--- config.mk ---
export PLATFORM = sky130hd
export DESIGN_NAME = sorted_priority_queue_top
export DESIGN_NICKNAME = d
export VERILOG_FILES = /design/src/spq_pkg.sv /design/src/spq_cell.sv /design/src/sorted_priority_queue_top.sv
export SDC_FILE = /design/constraint.sdc
export NUM_CORES = 2
export LEC_CHECK = 0
export ABC_AREA = 1
export BUFFER_PORTS_ARGS = -buffer_cell sky130_fd_sc_hd__buf_2
export CORE_MARGIN = 5
export CORE_UTILIZATION = 50
export CTS_CLUSTER_SIZE = 30
export DETAILED_ROUTE_END_ITERATION = 10
export PLACE_DENSITY = 0.66
export SLEW_MARGIN = 5
export SYNTH_ARGS = -nofsm -noshare
export SYNTH_HDL_FRONTEND = slang
export SYNTH_HIERARCHICAL = 1
export SYNTH_SLANG_ARGS = --single-unit
--- constraint.sdc ---
create_clock -name clk_i -period 7.2 [get_ports clk_i]
set_clock_uncertainty 0.1 [all_clocks]
set_input_delay 2.16 -clock clk_i [delete_from_list [all_inputs] [get_ports clk_i]]
set_output_delay 2.16 -clock clk_i [all_outputs]
set_load 0.05 [all_outputs]
--- src/spq_pkg.sv ---
// spq_pkg: shared types and constants of the sorted priority queue
// no dependencies; used by spq_cell and sorted_priority_queue_top
`timescale 1ns / 1ps

package spq_pkg;

  localparam int unsigned DATA_W = 32;
  localparam int unsigned OCC_W  = 5;
  localparam int unsigned STAT_W = 2;

  localparam logic OP_INSERT = 1'b0;
  localparam logic OP_REMOVE = 1'b1;

  localparam logic [STAT_W-1:0] STAT_OK         = 2'd0;
  localparam logic [STAT_W-1:0] STAT_INS_FULL   = 2'd1;
  localparam logic [STAT_W-1:0] STAT_REM_EMPTY  = 2'd2;

  typedef struct packed {
    logic signed [DATA_W-1:0] value;
    logic signed [DATA_W-1:0] prio;
  } entry_t;

  typedef struct packed {
    logic ins;
    logic rem;
  } cell_cmd_t;

endpackage

--- src/spq_cell.sv ---
// spq_cell: one slot of the shift-register priority queue
// depends on spq_pkg
`timescale 1ns / 1ps

module spq_cell (
  input  logic              clk_i,
  input  spq_pkg::cell_cmd_t cmd_i,
  input  spq_pkg::entry_t   new_i,
  input  logic              occupied_i,
  input  logic              left_stay_i,
  input  spq_pkg::entry_t   left_i,
  input  spq_pkg::entry_t   right_i,
  output logic              stay_o,
  output spq_pkg::entry_t   entry_o,
  output spq_pkg::entry_t   entry_d_o
);

  spq_pkg::entry_t entry_q;
  spq_pkg::entry_t entry_d;

  // held entry keeps its place when it ranks at or above the new one
  assign stay_o = occupied_i && (entry_q.prio >= new_i.prio);

  always_comb begin
    entry_d = entry_q;
    if (cmd_i.ins) begin
      if (stay_o) begin
        entry_d = entry_q;
      end else if (left_stay_i) begin
        entry_d = new_i;
      end else begin
        entry_d = left_i;
      end
    end else if (cmd_i.rem) begin
      entry_d = right_i;
    end
  end

  always_ff @(posedge clk_i) begin
    entry_q <= entry_d;
  end

  assign entry_o   = entry_q;
  assign entry_d_o = entry_d;

endmodule

--- src/sorted_priority_queue_top.sv ---
// sorted_priority_queue_top: bounded priority queue built as a chain of cells
// depends on spq_pkg and spq_cell
//
// channel  dir  fields (tdata / tuser, lowest bit first)
// s_axis   in   tdata: item_value[31:0], item_priority[63:32]; tuser: op
// m_axis   out  tdata: head_value[31:0], not_empty[32], occupancy[37:33],
//               is_full[38], status[40:39], zero fill [47:41]
//
// one transaction per cycle while s_axis_tready is high: every cell compares
// its priority with the new item and shifts in parallel, the result lands in
// one output register and is valid in the cycle after the input transaction.
// reset clears the fill count and the output valid; slot contents are not reset.
// s_axis_tready is low only while a result waits and m_axis_tready is low.
`timescale 1ns / 1ps

module sorted_priority_queue_top #(
  parameter int unsigned DEPTH = 16
) (
  input  logic        clk_i,
  input  logic        rst_ni,
  input  logic        s_axis_tvalid,
  output logic        s_axis_tready,
  input  logic [63:0] s_axis_tdata,   // item_value, item_priority
  input  logic        s_axis_tuser,   // op
  output logic        m_axis_tvalid,
  input  logic        m_axis_tready,
  output logic [47:0] m_axis_tdata    // head_value, not_empty, occupancy, is_full, status
);

  localparam int unsigned CNT_W = $clog2(DEPTH + 1);

  logic              in_fire;
  logic              op;
  spq_pkg::entry_t   new_entry;
  spq_pkg::cell_cmd_t cmd;
  logic [CNT_W-1:0]  count_q, count_d;
  logic              full, empty;
  logic [spq_pkg::STAT_W-1:0] status;

  logic              out_valid_q;
  logic [47:0]       out_data_q, out_data_d;

  spq_pkg::entry_t   entry   [DEPTH];
  spq_pkg::entry_t   entry_d [DEPTH];
  logic              stay    [DEPTH];

  assign s_axis_tready   = !out_valid_q || m_axis_tready;
  assign in_fire         = s_axis_tvalid && s_axis_tready;
  assign op              = s_axis_tuser;
  assign new_entry.value = s_axis_tdata[31:0];
  assign new_entry.prio  = s_axis_tdata[63:32];

  assign full  = (count_q == CNT_W'(DEPTH));
  assign empty = (count_q == '0);

  always_comb begin
    cmd     = '0;
    count_d = count_q;
    status  = spq_pkg::STAT_OK;
    if (op == spq_pkg::OP_INSERT) begin
      if (full) begin
        status = spq_pkg::STAT_INS_FULL;
      end else begin
        cmd.ins = in_fire;
        count_d = count_q + CNT_W'(1);
      end
    end else begin
      if (empty) begin
        status = spq_pkg::STAT_REM_EMPTY;
      end else begin
        cmd.rem = in_fire;
        count_d = count_q - CNT_W'(1);
      end
    end
  end

  for (genvar i = 0; i < DEPTH; i++) begin : g_cell
    logic            occ;
    logic            left_stay;
    spq_pkg::entry_t left_e;
    spq_pkg::entry_t right_e;

    assign occ = (count_q > CNT_W'(i));

    if (i == 0) begin : g_first
      assign left_stay = 1'b1;
      assign left_e    = new_entry;
    end else begin : g_mid
      assign left_stay = stay[i-1];
      assign left_e    = entry[i-1];
    end

    if (i == DEPTH - 1) begin : g_last
      assign right_e = entry[i];
    end else begin : g_inner
      assign right_e = entry[i+1];
    end

    spq_cell u_cell (
      .clk_i       (clk_i),
      .cmd_i       (cmd),
      .new_i       (new_entry),
      .occupied_i  (occ),
      .left_stay_i (left_stay),
      .left_i      (left_e),
      .right_i     (right_e),
      .stay_o      (stay[i]),
      .entry_o     (entry[i]),
      .entry_d_o   (entry_d[i])
    );
  end

  always_comb begin
    out_data_d        = '0;
    out_data_d[31:0]  = (count_d != '0) ? entry_d[0].value : '0;
    out_data_d[32]    = (count_d != '0);
    out_data_d[37:33] = spq_pkg::OCC_W'(count_d);
    out_data_d[38]    = (count_d == CNT_W'(DEPTH));
    out_data_d[40:39] = status;
  end

  always_ff @(posedge clk_i or negedge rst_ni) begin
    if (!rst_ni) begin
      count_q     <= '0;
      out_valid_q <= 1'b0;
    end else begin
      if (in_fire) begin
        count_q     <= count_d;
        out_valid_q <= 1'b1;
      end else if (m_axis_tready) begin
        out_valid_q <= 1'b0;
      end
    end
  end

  always_ff @(posedge clk_i) begin
    if (in_fire) begin
      out_data_q <= out_data_d;
    end
  end

  assign m_axis_tvalid = out_valid_q;
  assign m_axis_tdata  = out_data_q;

endmodule

==> metrics.md <==
| Metric | Value |
|---|---|
| Status | finished, final reports clean |
| Number of antenna violations at the first check in global routing | 2 |
| Post-Syn Area per Cell | just under 7 um2 |
| Later-pin clock latency in the skew report | between 0.7 and 0.8 ns |
| Area growth syn-to-layout | 3.60% |
| RSZ-0062 raised after global routing | false |
| Hold/Removal Path Class | reg -> reg |
| Reg2reg setup slack | ~3.0 ns |
| CP required | about 7.7 ns |
| Reg clk slew, reported paths | ~0.060 ns |
| CTS Root Cell | clkbuf_16 |
| Final Util | 0.521 |
| Hold Path End | g_cell[15].u_cell/entry_o[35] |
| Grt ovf | 0 |
| Tcrit/Tclk final | 0.737 |
| Comb pwr share | 0.616 |
| CP arrival | between 5 and 6 ns |
| DRT Pass-1 Iters | 6 |
| P_int | around 24 mW |
| Crit path largest cell delay | 0.59 ns |
| Cell Area, Synth | 91000 um2 |
| Pleak | approximately 44 nW |
| # hold bufs at CTS | 0 |
| Fmax | between 0.15 and 0.2 GHz |
| Worst-Margin Slew | between 1 and 1.5 ns |
| Hold_sp | g_cell[15].u_cell/entry_o[35] |
| Sequential fraction of design power | 0.252 |
| Drt total wl | approximately 250 mm |
| Critical Setup Path Class | in -> reg |
| Fillers | 17465 |
| Worst hold path cell count | 2 |
| Worst-case reg-to-reg path depth | 11 |
| Initial Utilization | 0.503 |
| Pwr dens | between 500 and 600 nW/um2 |
| CTS Buffer Depth | 3 |
| Clk pwr share | 0.132 |
| Port Buffer Count | around 110 |
| Hold Violations, Final | 0 |
| Final instance area | between 90000 and 100000 um2 |
| Worst-path fanout max | 33 |
| Full die area | around 190000 um2 |
| Final net count | 13302 |
| Setup TNS | 0 ns |
| Slew headroom | 0.115 |
| Row cnt | about 160 |
| Most Frequent Cell on Critical Path | nand2_1 |
| Routed Antenna Nets | 0 |
| Finished Layout Cells | ~15000 |
| Commonest non-fill, non-tap cell in the layout | nand2_1 |
| Routability Congestion | around 0.87 |
| Vias/cell | 5.48 |
| CTS tree | yes |
| Core Box Area | 181000 um2 |
| Via count | between 80000 and 90000 |
| Sw Ratio | 0.524 |
| Postcts setup bufs | 0 |
| Die height | around 440 um |
| Number of buffers created by CTS | around 140 |
| Placed Instance Area | 90000 um2 |
| Pin count of the biggest net entering global routing | between 150 and 200 |
| All-layer global routing usage | 0.249 |
| CP Launch Type | input pin |
| Post-Syn Instances | around 13000 |
| FF-to-FF Start | count_q[0] |
| Pins Over Slew Limit | 0 |
| Ports | about 120 |
| Worst IR Drop VDD | ~0.5 mV |
| Resized Gates After CTS | 0 |
| Commonest cells after routing, fill and taps aside | nand2_1, inv_1, o21ai_0 |
| H-Tree Depth | 4 |
| Setup violations, final | 0 |
| Initial drt markers | 7221 |
| Yosys warns | 6 |
| Number of global-route vias before repair | about 76000 |
| Clk sinks | approximately 1100 |
| Cell count after placement | between 10000 and 15000 |
| Fin crit period | roughly 5.3 ns |
| Family with the most delay on the worst path | buffers and inverters |
| DP HPWL | around 180 mm |
| Global-route wire length before repair | slightly above 400 mm |
| Net Switching | about 27 mW |
| DRC | 0 |
| Die width | between 400 and 500 um |
| CP cell instances | buf_2 -> inv_1 -> ha_1 -> nand2_1 -> nor2_1 -> nand4_1 -> nor3b_2 -> nand2_1 -> nand3_1 -> nand3_2 -> nand2_4 -> buf_4 -> buf_4 -> nand2_2 -> nand3_2 -> nand2_1 -> nand2_2 -> inv_2 |
| Critical path buffers and inverters | 5 |
| CP Capture Type | register |
| Routed len/inst | 16.3 um |
| Critical path's slowest cell | buf_4 |
| Share of post-route cells with drive strength above 1 | 0.170 |
| Reg2reg end | g_cell[14].u_cell/entry_o[49] |
| Max-cap viol count | 0 |
-- power groups by stage --
stage               registers (mW)  clock network (mW)  logic (mW)
floorplan                     11.5                   0        27.3
global placement              12.7                   0        30.2
detailed placement            12.7                   0        31.0
CTS                           12.7                6.83        31.2
global route                  13.2                7.07        35.2
finish                        12.8                6.70        31.3
-- cell type report --
type                       instances  area, um2  area share
sequential                      1071      21900       0.232
clock buffer                     213       3990      0.0423
clock inverter                    26        244     0.00259
multi-input combinational       9485      56400       0.599
tap                             2370       2970      0.0315
timing repair buffer             250       2040      0.0216
antenna                            4       10.0    0.000106
inverter                        1769       6680      0.0709
-- stage by stage --
| step | worst slack [ns] | hold WS [ns] | power, mW |
|---|---|---|---|
| 6_report | 1.89 | 0.389 | 50.7 |
| 5_1_grt | 1.67 | 0.419 | 55.5 |
| 4_1_cts | 1.96 | 0.390 | 50.8 |
| 3_3_place_gp | 1.15 | 0.368 | 42.9 |
| 2_1_floorplan | 2.07 | 0.360 | 38.8 |
| 3_5_place_dp | 1.11 | 0.374 | 43.7 |
-- worst max path at each step --
stage	from	end	slack (ns)	cells past startpoint
2_1_floorplan	s_axis_tdata[63]	g_cell[7].u_cell/entry_o[45]	2.07	21
3_3_place_gp	s_axis_tdata[55]	m_axis_tdata[31]	1.15	18
3_5_place_dp	s_axis_tdata[55]	m_axis_tdata[18]	1.11	18
4_1_cts	s_axis_tdata[55]	m_axis_tdata[18]	1.96	18
5_1_grt	s_axis_tdata[55]	m_axis_tdata[18]	1.67	18
6_report	s_axis_tdata[55]	m_axis_tdata[18]	1.89	18
-- metal layers --
layer | GRT usage | share of wire | up-vias
met4 | 0.0620 | 0.022 | 0
met5 | 0 | 0 | -
li1 | - | - | 42635
met1 | 0.374 | 0.51 | 38290
met2 | 0.377 | 0.42 | 2040
met3 | 0.0271 | 0.055 | 272
-- state kept, by name, summed over array words and instances (netlist names) --
register	cells
count_q	5
m_axis_tdata	41
m_axis_tvalid	1
g_cell.u_cell/entry_o	1024
-- worst min-delay path, stage by stage, from the launching register on --
cell and delay [ns]:
dfxtp_1 0.33, o21ai_0 0.07, nand2_1 0.06
Note: power is estimated with default switching activity, not from simulation.
